### src/design/kcsg_pkg.sv
// Shared types, constants and helper functions for the Koch curve segment generator.
package kcsg_pkg;

  localparam int COORD_W = 24;
  localparam int MUL_W   = 28;
  localparam int PROD_W  = 2 * MUL_W;
  localparam int ACC_W   = 48;
  localparam int WIDE_W  = 36;

  typedef logic signed [COORD_W-1:0] coord_t;
  typedef logic signed [ACC_W-1:0]   acc_t;
  typedef logic signed [WIDE_W-1:0]  wide_t;
  typedef logic signed [MUL_W-1:0]   mul_op_t;
  typedef logic signed [PROD_W-1:0]  prod_t;

  typedef struct packed {
    coord_t x;
    coord_t y;
  } point_t;

  // Position of a point inside the five-point record of one stack level.
  typedef logic [2:0] slot_t;
  localparam slot_t SLOT_A  = 3'd0;
  localparam slot_t SLOT_P1 = 3'd1;
  localparam slot_t SLOT_P2 = 3'd2;
  localparam slot_t SLOT_P3 = 3'd3;
  localparam slot_t SLOT_B  = 3'd4;
  localparam int    POINTS_PER_LEVEL = 5;

  typedef struct packed {
    logic   en;
    slot_t  slot;
    point_t pt;
  } mem_wr_t;

  // Division by three: floor(m / 3) = (m * RECIP3) >> THIRD_SHIFT for 0 <= m < 2^27.
  localparam int      THIRD_SHIFT  = 28;
  localparam mul_op_t RECIP3       = 28'sd89478486;
  // Adding 3 * 2^25 keeps the dividend positive; the +1 turns floor into round-to-nearest.
  localparam mul_op_t THIRD_BIAS   = 28'sd100663297;
  localparam logic signed [26:0] THIRD_OFFSET = 27'sd33554432;

  // Rotation by +60 degrees, factors in Q1.16. cos60 is exactly 2^15.
  localparam mul_op_t SIN60_Q16    = 28'sd56756;
  localparam int      COS60_SHIFT  = 15;
  localparam int      ROT_SHIFT    = 16;
  localparam acc_t    ROUND_HALF   = 48'sd32768;

  localparam coord_t COORD_MAX = 24'sh7FFFFF;
  localparam coord_t COORD_MIN = 24'sh800000;

  localparam logic [1:0] LAST_CHILD  = 2'd3;
  localparam logic [1:0] DEPTH_RESET = 2'd3;
  localparam logic       CFG_IDX_DEPTH = 1'b0;

  function automatic coord_t sat_coord(input wide_t v);
    coord_t r;
    if (v > wide_t'(COORD_MAX)) begin
      r = COORD_MAX;
    end else if (v < wide_t'(COORD_MIN)) begin
      r = COORD_MIN;
    end else begin
      r = v[COORD_W-1:0];
    end
    return r;
  endfunction

endpackage

### src/design/kcsg_mul.sv
// Shared signed multiplier with a registered product.
module kcsg_mul (
  input  logic             clk,
  input  kcsg_pkg::mul_op_t op_a,
  input  kcsg_pkg::mul_op_t op_b,
  output kcsg_pkg::prod_t   prod_r
);
  import kcsg_pkg::*;

  always_ff @(posedge clk) begin
    prod_r <= op_a * op_b;
  end

endmodule

### src/design/kcsg_point_mem.sv
// Stack point memory: one write port and two registered read ports.
module kcsg_point_mem #(
  parameter int DEPTH = 15,
  parameter int AW    = 4
) (
  input  logic             clk,
  input  logic             we,
  input  logic [AW-1:0]    waddr,
  input  kcsg_pkg::point_t wdata,
  input  logic             re,
  input  logic [AW-1:0]    raddr_a,
  input  logic [AW-1:0]    raddr_b,
  output kcsg_pkg::point_t rdata_a_r,
  output kcsg_pkg::point_t rdata_b_r
);
  import kcsg_pkg::*;

  point_t mem_r [DEPTH];

  always_ff @(posedge clk) begin
    if (we) begin
      mem_r[waddr] <= wdata;
    end
    if (re) begin
      rdata_a_r <= mem_r[raddr_a];
      rdata_b_r <= mem_r[raddr_b];
    end
  end

endmodule

### src/design/kcsg_subdiv.sv
// Subdivision sequencer: computes the five points of one level on the shared multiplier.
module kcsg_subdiv (
  input  logic              clk,
  input  logic              rst_n,
  input  logic              start,
  input  kcsg_pkg::point_t  seg_a,
  input  kcsg_pkg::point_t  seg_b,
  output logic              done,
  output kcsg_pkg::mem_wr_t wr
);
  import kcsg_pkg::*;

  typedef enum logic [3:0] {
    SD_THIRD_DX,
    SD_THIRD_DY,
    SD_THIRD_2DX,
    SD_THIRD_2DY,
    SD_ROT_UX,
    SD_ROT_UY,
    SD_SUM_X,
    SD_P2X,
    SD_WRITE_P2
  } step_t;

  logic    active_r, active_nxt;
  step_t   step_r, step_nxt;
  coord_t  p1x_r, p1y_r, p3x_r, p3y_r, p2x_r, p2y_r;
  acc_t    tmpx_r, tmpy_r;
  mul_op_t op_a, op_b;
  prod_t   prod_r;

  logic signed [24:0] dx, dy, ux, uy;
  logic signed [25:0] dx2, dy2;
  logic signed [26:0] quot;
  coord_t             third_base;
  coord_t             third_pt;

  function automatic mul_op_t third_arg(input logic signed [25:0] n);
    return mul_op_t'(n) + THIRD_BIAS;
  endfunction

  assign dx  = 25'(seg_b.x) - 25'(seg_a.x);
  assign dy  = 25'(seg_b.y) - 25'(seg_a.y);
  assign dx2 = $signed({dx, 1'b0});
  assign dy2 = $signed({dy, 1'b0});
  assign ux  = 25'(p3x_r) - 25'(p1x_r);
  assign uy  = 25'(p3y_r) - 25'(p1y_r);

  // Quotient of the product issued in the previous step, with the bias removed.
  assign quot       = $signed({1'b0, prod_r[THIRD_SHIFT+25:THIRD_SHIFT]}) - THIRD_OFFSET;
  assign third_base = (step_r == SD_THIRD_DY || step_r == SD_THIRD_2DY) ? seg_a.x : seg_a.y;
  assign third_pt   = sat_coord(wide_t'(third_base) + wide_t'(quot));

  kcsg_mul u_mul (
    .clk   (clk),
    .op_a  (op_a),
    .op_b  (op_b),
    .prod_r(prod_r)
  );

  always_comb begin
    op_a = '0;
    op_b = '0;
    wr   = '0;
    done = 1'b0;
    step_nxt   = step_r;
    active_nxt = active_r;
    if (start) begin
      active_nxt = 1'b1;
      step_nxt   = SD_THIRD_DX;
    end else if (active_r) begin
      case (step_r)
        SD_THIRD_DX: begin
          op_a = third_arg(26'(dx));
          op_b = RECIP3;
          wr   = '{en: 1'b1, slot: SLOT_A, pt: seg_a};
          step_nxt = SD_THIRD_DY;
        end
        SD_THIRD_DY: begin
          op_a = third_arg(26'(dy));
          op_b = RECIP3;
          wr   = '{en: 1'b1, slot: SLOT_B, pt: seg_b};
          step_nxt = SD_THIRD_2DX;
        end
        SD_THIRD_2DX: begin
          op_a = third_arg(dx2);
          op_b = RECIP3;
          step_nxt = SD_THIRD_2DY;
        end
        SD_THIRD_2DY: begin
          op_a = third_arg(dy2);
          op_b = RECIP3;
          wr   = '{en: 1'b1, slot: SLOT_P1, pt: '{x: p1x_r, y: p1y_r}};
          step_nxt = SD_ROT_UX;
        end
        SD_ROT_UX: begin
          op_a = mul_op_t'(ux);
          op_b = SIN60_Q16;
          step_nxt = SD_ROT_UY;
        end
        SD_ROT_UY: begin
          op_a = mul_op_t'(uy);
          op_b = SIN60_Q16;
          wr   = '{en: 1'b1, slot: SLOT_P3, pt: '{x: p3x_r, y: p3y_r}};
          step_nxt = SD_SUM_X;
        end
        SD_SUM_X: begin
          step_nxt = SD_P2X;
        end
        SD_P2X: begin
          step_nxt = SD_WRITE_P2;
        end
        SD_WRITE_P2: begin
          wr   = '{en: 1'b1, slot: SLOT_P2, pt: '{x: p2x_r, y: p2y_r}};
          done = 1'b1;
          active_nxt = 1'b0;
        end
        default: begin
          active_nxt = 1'b0;
        end
      endcase
    end
  end

  always_ff @(posedge clk) begin
    if (!rst_n) begin
      active_r <= 1'b0;
      step_r   <= SD_THIRD_DX;
    end else begin
      active_r <= active_nxt;
      step_r   <= step_nxt;
      if (active_r) begin
        case (step_r)
          SD_THIRD_DY:  p1x_r <= third_pt;
          SD_THIRD_2DX: p1y_r <= third_pt;
          SD_THIRD_2DY: p3x_r <= third_pt;
          SD_ROT_UX:    p3y_r <= third_pt;
          SD_ROT_UY: begin
            tmpy_r <= acc_t'(prod_r) + (acc_t'(uy) <<< COS60_SHIFT) + ROUND_HALF;
          end
          SD_SUM_X: begin
            tmpx_r <= (acc_t'(ux) <<< COS60_SHIFT) + ROUND_HALF - acc_t'(prod_r);
            p2y_r  <= sat_coord(wide_t'(p1y_r) + wide_t'(tmpy_r >>> ROT_SHIFT));
          end
          SD_P2X: begin
            p2x_r  <= sat_coord(wide_t'(p1x_r) + wide_t'(tmpx_r >>> ROT_SHIFT));
          end
          default: begin
          end
        endcase
      end
    end
  end

endmodule

### src/design/koch_curve_segment_generator.sv
// Top level of the Koch curve segment generator: depth-first walk, stack and ports.
//
// Channel | Direction | Transfer when          | Payload
// in_     | slave     | in_tvalid & in_tready  | one segment (start, end), Q16.8
// out_    | master    | out_tvalid & out_tready| one sub-segment, tlast on the final one
// cfg_    | APB write | psel & penable & pwrite| curve_depth at byte address 0
//
// One input segment occupies the block until its last sub-segment is handed to the
// output register. Each subdivision runs on the shared multiplier, each stack read
// passes through the read and fetch states and each sub-segment through the emit
// state. Depth d needs S = (4^d-1)/3 subdivisions for 4^d sub-segments; depth 0
// goes straight to emit. A stalled output holds the walk in place.
// Reset is synchronous and active low; it clears the walk and sets curve_depth to 3.
module koch_curve_segment_generator #(
  parameter int MAX_DEPTH = 3
) (
  input  logic        clk,
  input  logic        rst_n,
  // Input segment stream.
  input  logic        in_tvalid,
  output logic        in_tready,
  input  logic [95:0] in_tdata,    // start_x, start_y, end_x, end_y (24 bits each)
  // Output sub-segment stream.
  output logic        out_tvalid,
  input  logic        out_tready,
  output logic [95:0] out_tdata,   // seg_from_x, seg_from_y, seg_to_x, seg_to_y
  output logic        out_tlast,   // last_segment
  // Configuration port.
  input  logic        cfg_psel,
  input  logic        cfg_penable,
  input  logic        cfg_pwrite,
  input  logic [2:0]  cfg_paddr,
  input  logic [31:0] cfg_pwdata,
  output logic [31:0] cfg_prdata,
  output logic        cfg_pready
);
  import kcsg_pkg::*;

  localparam int MEM_DEPTH = POINTS_PER_LEVEL * MAX_DEPTH;
  localparam int AW        = $clog2(MEM_DEPTH);
  localparam int LW        = (MAX_DEPTH > 1) ? $clog2(MAX_DEPTH) : 1;

  typedef enum logic [2:0] {
    ST_IDLE,
    ST_SUBDIV,
    ST_READ,
    ST_FETCH,
    ST_EMIT
  } state_t;

  state_t         state_r, state_nxt;
  logic [LW-1:0]  lvl_r, lvl_nxt;
  logic [1:0]     child_r [MAX_DEPTH];
  logic [1:0]     child_nxt [MAX_DEPTH];
  logic [1:0]     depth_r, depth_nxt;
  logic [1:0]     cfg_depth_r;
  point_t         seg_a_r, seg_a_nxt, seg_b_r, seg_b_nxt;
  point_t         out_from_r, out_from_nxt, out_to_r, out_to_nxt;
  logic           out_valid_r, out_valid_nxt;
  logic           out_last_r, out_last_nxt;

  logic [1:0]     eff_depth;
  logic           sub_start, sub_done;
  mem_wr_t        sub_wr;
  logic           rd_en;
  logic [AW-1:0]  lvl_base, waddr, raddr_a, raddr_b;
  point_t         rdata_a, rdata_b;
  logic           pop_found;
  logic [LW-1:0]  pop_lvl;
  logic           emit_last;
  logic           out_free;
  logic           cfg_wr;

  // Configuration register. Writes are assumed to arrive only while the block is idle.
  assign cfg_pready = 1'b1;
  assign cfg_wr     = cfg_psel && cfg_penable && cfg_pwrite && (cfg_paddr[2] == CFG_IDX_DEPTH);
  assign cfg_prdata = (cfg_paddr[2] == CFG_IDX_DEPTH) ? {30'd0, cfg_depth_r} : 32'd0;
  assign eff_depth  = (cfg_depth_r > 2'(MAX_DEPTH)) ? 2'(MAX_DEPTH) : cfg_depth_r;

  // Each stack level owns five consecutive memory entries: A, P1, P2, P3, B.
  assign lvl_base = AW'({lvl_r, 2'b00}) + AW'(lvl_r);
  assign waddr    = lvl_base + AW'(sub_wr.slot);
  assign raddr_a  = lvl_base + AW'(child_r[lvl_r]);
  assign raddr_b  = raddr_a + AW'(1);

  assign in_tready  = (state_r == ST_IDLE);
  assign out_tvalid = out_valid_r;
  assign out_tdata  = {out_to_r.y, out_to_r.x, out_from_r.y, out_from_r.x};
  assign out_tlast  = out_last_r;
  assign out_free   = !out_valid_r || out_tready;

  kcsg_subdiv u_subdiv (
    .clk  (clk),
    .rst_n(rst_n),
    .start(sub_start),
    .seg_a(seg_a_r),
    .seg_b(seg_b_r),
    .done (sub_done),
    .wr   (sub_wr)
  );

  kcsg_point_mem #(
    .DEPTH(MEM_DEPTH),
    .AW   (AW)
  ) u_mem (
    .clk      (clk),
    .we       (sub_wr.en),
    .waddr    (waddr),
    .wdata    (sub_wr.pt),
    .re       (rd_en),
    .raddr_a  (raddr_a),
    .raddr_b  (raddr_b),
    .rdata_a_r(rdata_a),
    .rdata_b_r(rdata_b)
  );

  // After a leaf is emitted, the walk resumes at the deepest level at or above the
  // current one that still has a child left. If there is none, the segment is done.
  always_comb begin
    pop_found = 1'b0;
    pop_lvl   = '0;
    for (int l = 0; l < MAX_DEPTH; l++) begin
      if (LW'(l) <= lvl_r && child_r[l] != LAST_CHILD) begin
        pop_found = 1'b1;
        pop_lvl   = LW'(l);
      end
    end
    emit_last = (depth_r == 2'd0) || !pop_found;
  end

  always_comb begin
    state_nxt     = state_r;
    lvl_nxt       = lvl_r;
    child_nxt     = child_r;
    depth_nxt     = depth_r;
    seg_a_nxt     = seg_a_r;
    seg_b_nxt     = seg_b_r;
    out_from_nxt  = out_from_r;
    out_to_nxt    = out_to_r;
    out_last_nxt  = out_last_r;
    out_valid_nxt = out_valid_r && !out_tready;
    sub_start     = 1'b0;
    rd_en         = 1'b0;
    case (state_r)
      ST_IDLE: begin
        if (in_tvalid) begin
          seg_a_nxt = '{x: in_tdata[23:0],  y: in_tdata[47:24]};
          seg_b_nxt = '{x: in_tdata[71:48], y: in_tdata[95:72]};
          depth_nxt = eff_depth;
          if (eff_depth == 2'd0) begin
            state_nxt = ST_EMIT;
          end else begin
            sub_start    = 1'b1;
            lvl_nxt      = '0;
            child_nxt[0] = 2'd0;
            state_nxt    = ST_SUBDIV;
          end
        end
      end
      ST_SUBDIV: begin
        if (sub_done) begin
          state_nxt = ST_READ;
        end
      end
      ST_READ: begin
        rd_en     = 1'b1;
        state_nxt = ST_FETCH;
      end
      ST_FETCH: begin
        seg_a_nxt = rdata_a;
        seg_b_nxt = rdata_b;
        if (3'(lvl_r) + 3'd1 < 3'(depth_r)) begin
          sub_start                   = 1'b1;
          lvl_nxt                     = lvl_r + LW'(1);
          child_nxt[lvl_r + LW'(1)]   = 2'd0;
          state_nxt                   = ST_SUBDIV;
        end else begin
          state_nxt = ST_EMIT;
        end
      end
      ST_EMIT: begin
        if (out_free) begin
          out_valid_nxt = 1'b1;
          out_from_nxt  = seg_a_r;
          out_to_nxt    = seg_b_r;
          out_last_nxt  = emit_last;
          if (emit_last) begin
            state_nxt = ST_IDLE;
          end else begin
            lvl_nxt            = pop_lvl;
            child_nxt[pop_lvl] = child_r[pop_lvl] + 2'd1;
            state_nxt          = ST_READ;
          end
        end
      end
      default: begin
        state_nxt = ST_IDLE;
      end
    endcase
  end

  always_ff @(posedge clk) begin
    if (!rst_n) begin
      state_r     <= ST_IDLE;
      lvl_r       <= '0;
      depth_r     <= '0;
      cfg_depth_r <= DEPTH_RESET;
      out_valid_r <= 1'b0;
      for (int l = 0; l < MAX_DEPTH; l++) begin
        child_r[l] <= 2'd0;
      end
    end else begin
      state_r     <= state_nxt;
      lvl_r       <= lvl_nxt;
      child_r     <= child_nxt;
      depth_r     <= depth_nxt;
      out_valid_r <= out_valid_nxt;
      seg_a_r     <= seg_a_nxt;
      seg_b_r     <= seg_b_nxt;
      out_from_r  <= out_from_nxt;
      out_to_r    <= out_to_nxt;
      out_last_r  <= out_last_nxt;
      if (cfg_wr) begin
        cfg_depth_r <= cfg_pwdata[1:0];
      end
    end
  end

  // Every subdivision that is started runs through all its steps and reports completion.
  a_subdiv_latency: assert property (@(posedge clk) disable iff (!rst_n)
    sub_start |-> ##9 sub_done)
    else $error("subdivision did not finish on schedule");

  // The subdivision unit only reports completion while the walk waits for it.
  a_done_in_subdiv: assert property (@(posedge clk) disable iff (!rst_n)
    sub_done |-> (state_r == ST_SUBDIV))
    else $error("subdivision finished outside the subdivide state");

  // Stack reads never address a level beyond the effective depth.
  a_level_range: assert property (@(posedge clk) disable iff (!rst_n)
    (state_r == ST_READ || state_r == ST_FETCH) |-> (3'(lvl_r) < 3'(depth_r)))
    else $error("stack level outside the effective depth");

  // Handing over the final sub-segment returns the block to idle with out_tlast set.
  a_last_to_idle: assert property (@(posedge clk) disable iff (!rst_n)
    (state_r == ST_EMIT && out_free && emit_last) |=> (state_r == ST_IDLE && out_tlast))
    else $error("walk continued after the final sub-segment");

endmodule

### config.mk
export PLATFORM = sky130hd
export DESIGN_NAME = koch_curve_segment_generator
export DESIGN_NICKNAME = d
export VERILOG_FILES = /design/src/design/kcsg_pkg.sv /design/src/design/kcsg_mul.sv /design/src/design/kcsg_point_mem.sv /design/src/design/kcsg_subdiv.sv /design/src/design/koch_curve_segment_generator.sv
export SDC_FILE = /design/constraint.sdc
export NUM_CORES = 2
export LEC_CHECK = 0
export BUFFER_PORTS_ARGS = -buffer_cell sky130_fd_sc_hd__buf_2
export CAP_MARGIN = 30
export CORE_ASPECT_RATIO = 1.1
export CORE_UTILIZATION = 65
export CTS_BUF_LIST = sky130_fd_sc_hd__clkbuf_2 sky130_fd_sc_hd__clkbuf_4 sky130_fd_sc_hd__clkbuf_8
export CTS_CLUSTER_SIZE = 12
export DETAILED_ROUTE_END_ITERATION = 10
export HOLD_SLACK_MARGIN = 0.08
export PLACE_DENSITY_LB_ADDON = 0.15
export SLEW_MARGIN = 25
export SYNTH_ARGS = -nofsm -noshare
export SYNTH_HDL_FRONTEND = slang
export SYNTH_SLANG_ARGS = --single-unit
### constraint.sdc
create_clock -name clk -period 11.9 [get_ports clk]
set_input_delay 2.38 -clock clk [delete_from_list [all_inputs] [get_ports clk]]
set_output_delay 2.38 -clock clk [all_outputs]
set_load 0.01 [all_outputs]
==> flow_summary_export.csv <==
group,metric,value,unit
run_status,status,"complete, no violations",
floorplanning,dieHeight,387.2,um
floorplanning,ios,270,
worst_setup_path,crit_path_end_kind,"flop",
floorplanning,placementRows,140,
logic_synthesis,synth_edf_count,1217,
route,wire_per_inst,28.71,um
timing,tns,0,ps
timing,skew,63.99,ps
pwr,fin_total_pwr,21.30,mW
worst_setup_path,required,12730,ps
cts,cts_tree,"done",
logic_synthesis,synth_top_cell_by_area,"edfxtp_1",
route,drc,0,
worst_setup_path,path_class,"flop to flop",
logic_synthesis,yosysMostFrequentCell,"edfxtp_1",
logic_synthesis,synth_seq_cells,1291,
worst_setup_path,crit_arrival,12320,ps
timing,tightest_slew,1067,ps
place,hpwl,200.3,mm
cts,root_buffer,"clkbuf_8",
logic_synthesis,syn-cell-area,87680,sq um
timing,slew-limit-headroom,28.84,%
layout,design_area,96280,sq um
layout,final_util,72.32,%
route,ant_nets,0,
route,vias_per_cell,6.540,
timing,grt_setup_unrepaired,"false",
logic_synthesis,synth_area_per_cell,12.37,sq um
logic_synthesis,seq_area_frac_synth,43.37,%
timing,setup_ws,414.3,ps
worst_setup_path,crit_path_frequent_cell,"fa_1",
logic_synthesis,synth_xor_area_share,2.877,%
timing,max_freq,0.08706,GHz
worst_setup_path,critPathMaxFanout,5,
place,routabilityCongestion,1.002,
logic_synthesis,synth_compound_area_share,9.215,%
global_route,grt_antenna_before_repair,4,
timing,finalMaxSlewViolations,0,
timing,final_hold_viol_count,0,
pwr,p_clk_share,17.3,%
global_route,grt_pass1_wl,398.8,mm
route,route.vias.total,61676,
layout,syn_to_final_growth,9.805,%
logic_synthesis,synth_top_family_by_area,"adder cells",
run,drv_cap,0,
cts,clock-sinks,1291,
logic_synthesis,synth_cells,7089,
layout,final_nets,8776,
cts,numCtsBuffers,192,
worst_setup_path,startpoint_type,"flop",
place,placed_cell_area,92280,sq um
hold_path,min_path_type,"flop to flop",
route,detail_route.iter0.violations,6663,
layout,multi_input_area,45590,sq um
global_route,overflow,0,
place,pre_cts_ws,339.6,ps
route,drt-pass1-iter-count,7,
timing,setup_viol,0,
logic_synthesis,synth_common_cells,"edfxtp_1 (1217), inv_1 (934), ha_1 (639), nand2_1 (628), fa_1 (501)",
pwr,sw_frac_of_total,41.61,%
floorplanning,core_area,133100,sq um
worst_setup_path,critPathMaxStageDelay,580,ps
pwr,intPower,12.43,mW
cts,hold_buffers,0,
global_route,track_usage,40.14,%
worst_setup_path,cp_slowest_cell,"or4_1",
logic_synthesis,ys.flop_type,"edfxtp_1",
logic_synthesis,synth_cell_types,98,
layout,fill_cells,8975,
pwr,comb_power_share,54.8,%
logic_synthesis,synthSimpleGateAreaFrac,7.220,%
pwr,switching_power,8.861,mW
timing,period_needed,11490,ps
cts,path_clk_slew,70,ps
logic_synthesis,yosys.area_share.adder,20.56,%
cts,cts_max_path_buffers,3,
logic_synthesis,synth_mux_area_share,11.37,%
floorplanning,die-area,136400,sq um
timing,fin_crit_sh,96.52,%
logic_synthesis,yosysWarningCount,0,
place,io_buffers,206,
global_route,grt_max_degree,159,
pwr,seqPwrFrac,27.9,%
cts,htree_levels,4,
floorplanning,initial_core_util,65.86,%
pwr,powerDensity,221.2,nW/um^2
pwr,leakage,39.29,nW
logic_synthesis,synthDominantCellAreaShare,41.68,%
route,routed_wl,270.8,mm
floorplanning,die_w,352.2,um
logic_synthesis,async_flop_share,0,%
layout,register_area,38030,sq um
cts,clk_latency,960,ps
logic_synthesis,yosys-top-cells-area,"edfxtp_1 (42%), fa_1 (11%), mux4_2 (9.7%)",
layout,layout-drive-gt1-share,16.72,%
global_route,grt_pass1_vias,63477,
pwr,irDropWorstVdd,0.2484,mV
[metrics by stage]
step           hold WS (ps)  std cells
2_1_floorplan         450.4       7132
3_3_place_gp          474.8       9062
3_5_place_dp          480.1       9071
4_1_cts               480.2       9421
5_1_grt               516.2       9431
6_report              493.7       9431
[worst max-delay path: cells and delay by family (launching register included)]
kind | cells | cell delay [ps]
xor+xnor | 2 | 510
compound gates | 17 | 3610
fa+ha+maj | 10 | 4690
simple gates | 5 | 1470
buf+inv | 6 | 580
flops | 1 | 510
[logic make-up (layout without fill, tap and decap cells)]
family	Yosys count	after routing
xor gates and xnor gates	288	288
muxes	522	522
AOI/OAI and AO/OA	1244	1244
buffers and inverters	1223	1745
adders and majority gates	1140	1140
other	2	47
DFF	1291	1291
and+or+nand+nor	1379	1379
[what timing repair did]
action,in CTS,in global routing
setup buffers,0,2
setup endpoints to repair,0,9
gates resized for setup,0,5
[flip-flops by register name, summed over array words and instances (netlist names), 32 cells and up]
signal and count:
out_tdata 96, u_subdiv.tmpy_r 32, u_mem.mem_r 720, u_subdiv.u_mul.prod_r 53, seg_a_r 48, u_subdiv.tmpx_r 32
seg_b_r 48, u_mem.rdata_b_r 48, u_mem.rdata_a_r 48
[power by group through the flow]
stage	registers [mW]	clock network (mW)	logic, mW
global placement	6.02	0	11.3
floorplan	5.80	0	8.05
CTS	5.93	3.69	11.6
detailed placement	6.02	0	11.4
global route	5.93	3.88	12.8
finish	5.95	3.68	11.7
[per-layer routing]
metal,vias up,track usage (%),share of wire [%]
met5,-,0,0
met4,0,26.96,7.7
met3,871,7.684,9.7
met2,3740,65.09,48
met1,30697,49.19,35
li1,26368,-,-
[path summary, 6_finish.rpt]
path                                          from                         to  slack, ps  cells after the start
worst max-delay path                   seg_a_r[24]  u_subdiv.u_mul.prod_r[52]        410                     40
worst min-delay path            u_mem.rdata_a_r[0]                 seg_a_r[0]        490                      2
worst max register to register         seg_a_r[24]  u_subdiv.u_mul.prod_r[52]        410                     40
worst min register to register  u_mem.rdata_a_r[0]                 seg_a_r[0]        490                      2
[placed cells by master (no fill, tap or decap), types with 21 or more instances in the layout]
cell type  Yosys  routed
a31oi_1       85      64
a211oi_1      31      30
or3_1         30      30
nor2b_1       52      52
nor3_1        66      63
nand2b_1      67      67
nand4_1       25      25
clkinv_1       0      47
and2_1        34      34
o31ai_1       26      24
clkbuf_4       0      47
buf_2          5     210
fa_1         501     500
conb_1         2      45
o21a_1        47      46
dfxtp_1       74      74
ha_1         639     637
inv_1        934     934
clkinv_2       0      37
xor2_1        94      93
buf_4         32     236
nor2_4         0      21
or2_2         33      33
o21ai_0      303     296
nor2_1       284     259
o21bai_1      39      39
a22oi_1      105     105
a21oi_1      270     269
xnor2_1      194     190
and3_1        28      28
edfxtp_1    1217    1217
a21o_1       141     141
nand3_1       60      60
nand2_1      628     628
clkbuf_8       0     196
mux4_2       378     378
mux2i_1      134     134
[cell type report]
type,count,share of cell area (%)
Clock inverter,107,0.8200
Multi-Input combinational cell,4618,47.35
Inverter,934,3.641
Clock buffer,243,3.168
Tap cell,1775,2.307
Timing Repair Buffer,461,3.214
Antenna cell,2,0.005198
Sequential cell,1291,39.50
Power figures use the tool's default switching activity.
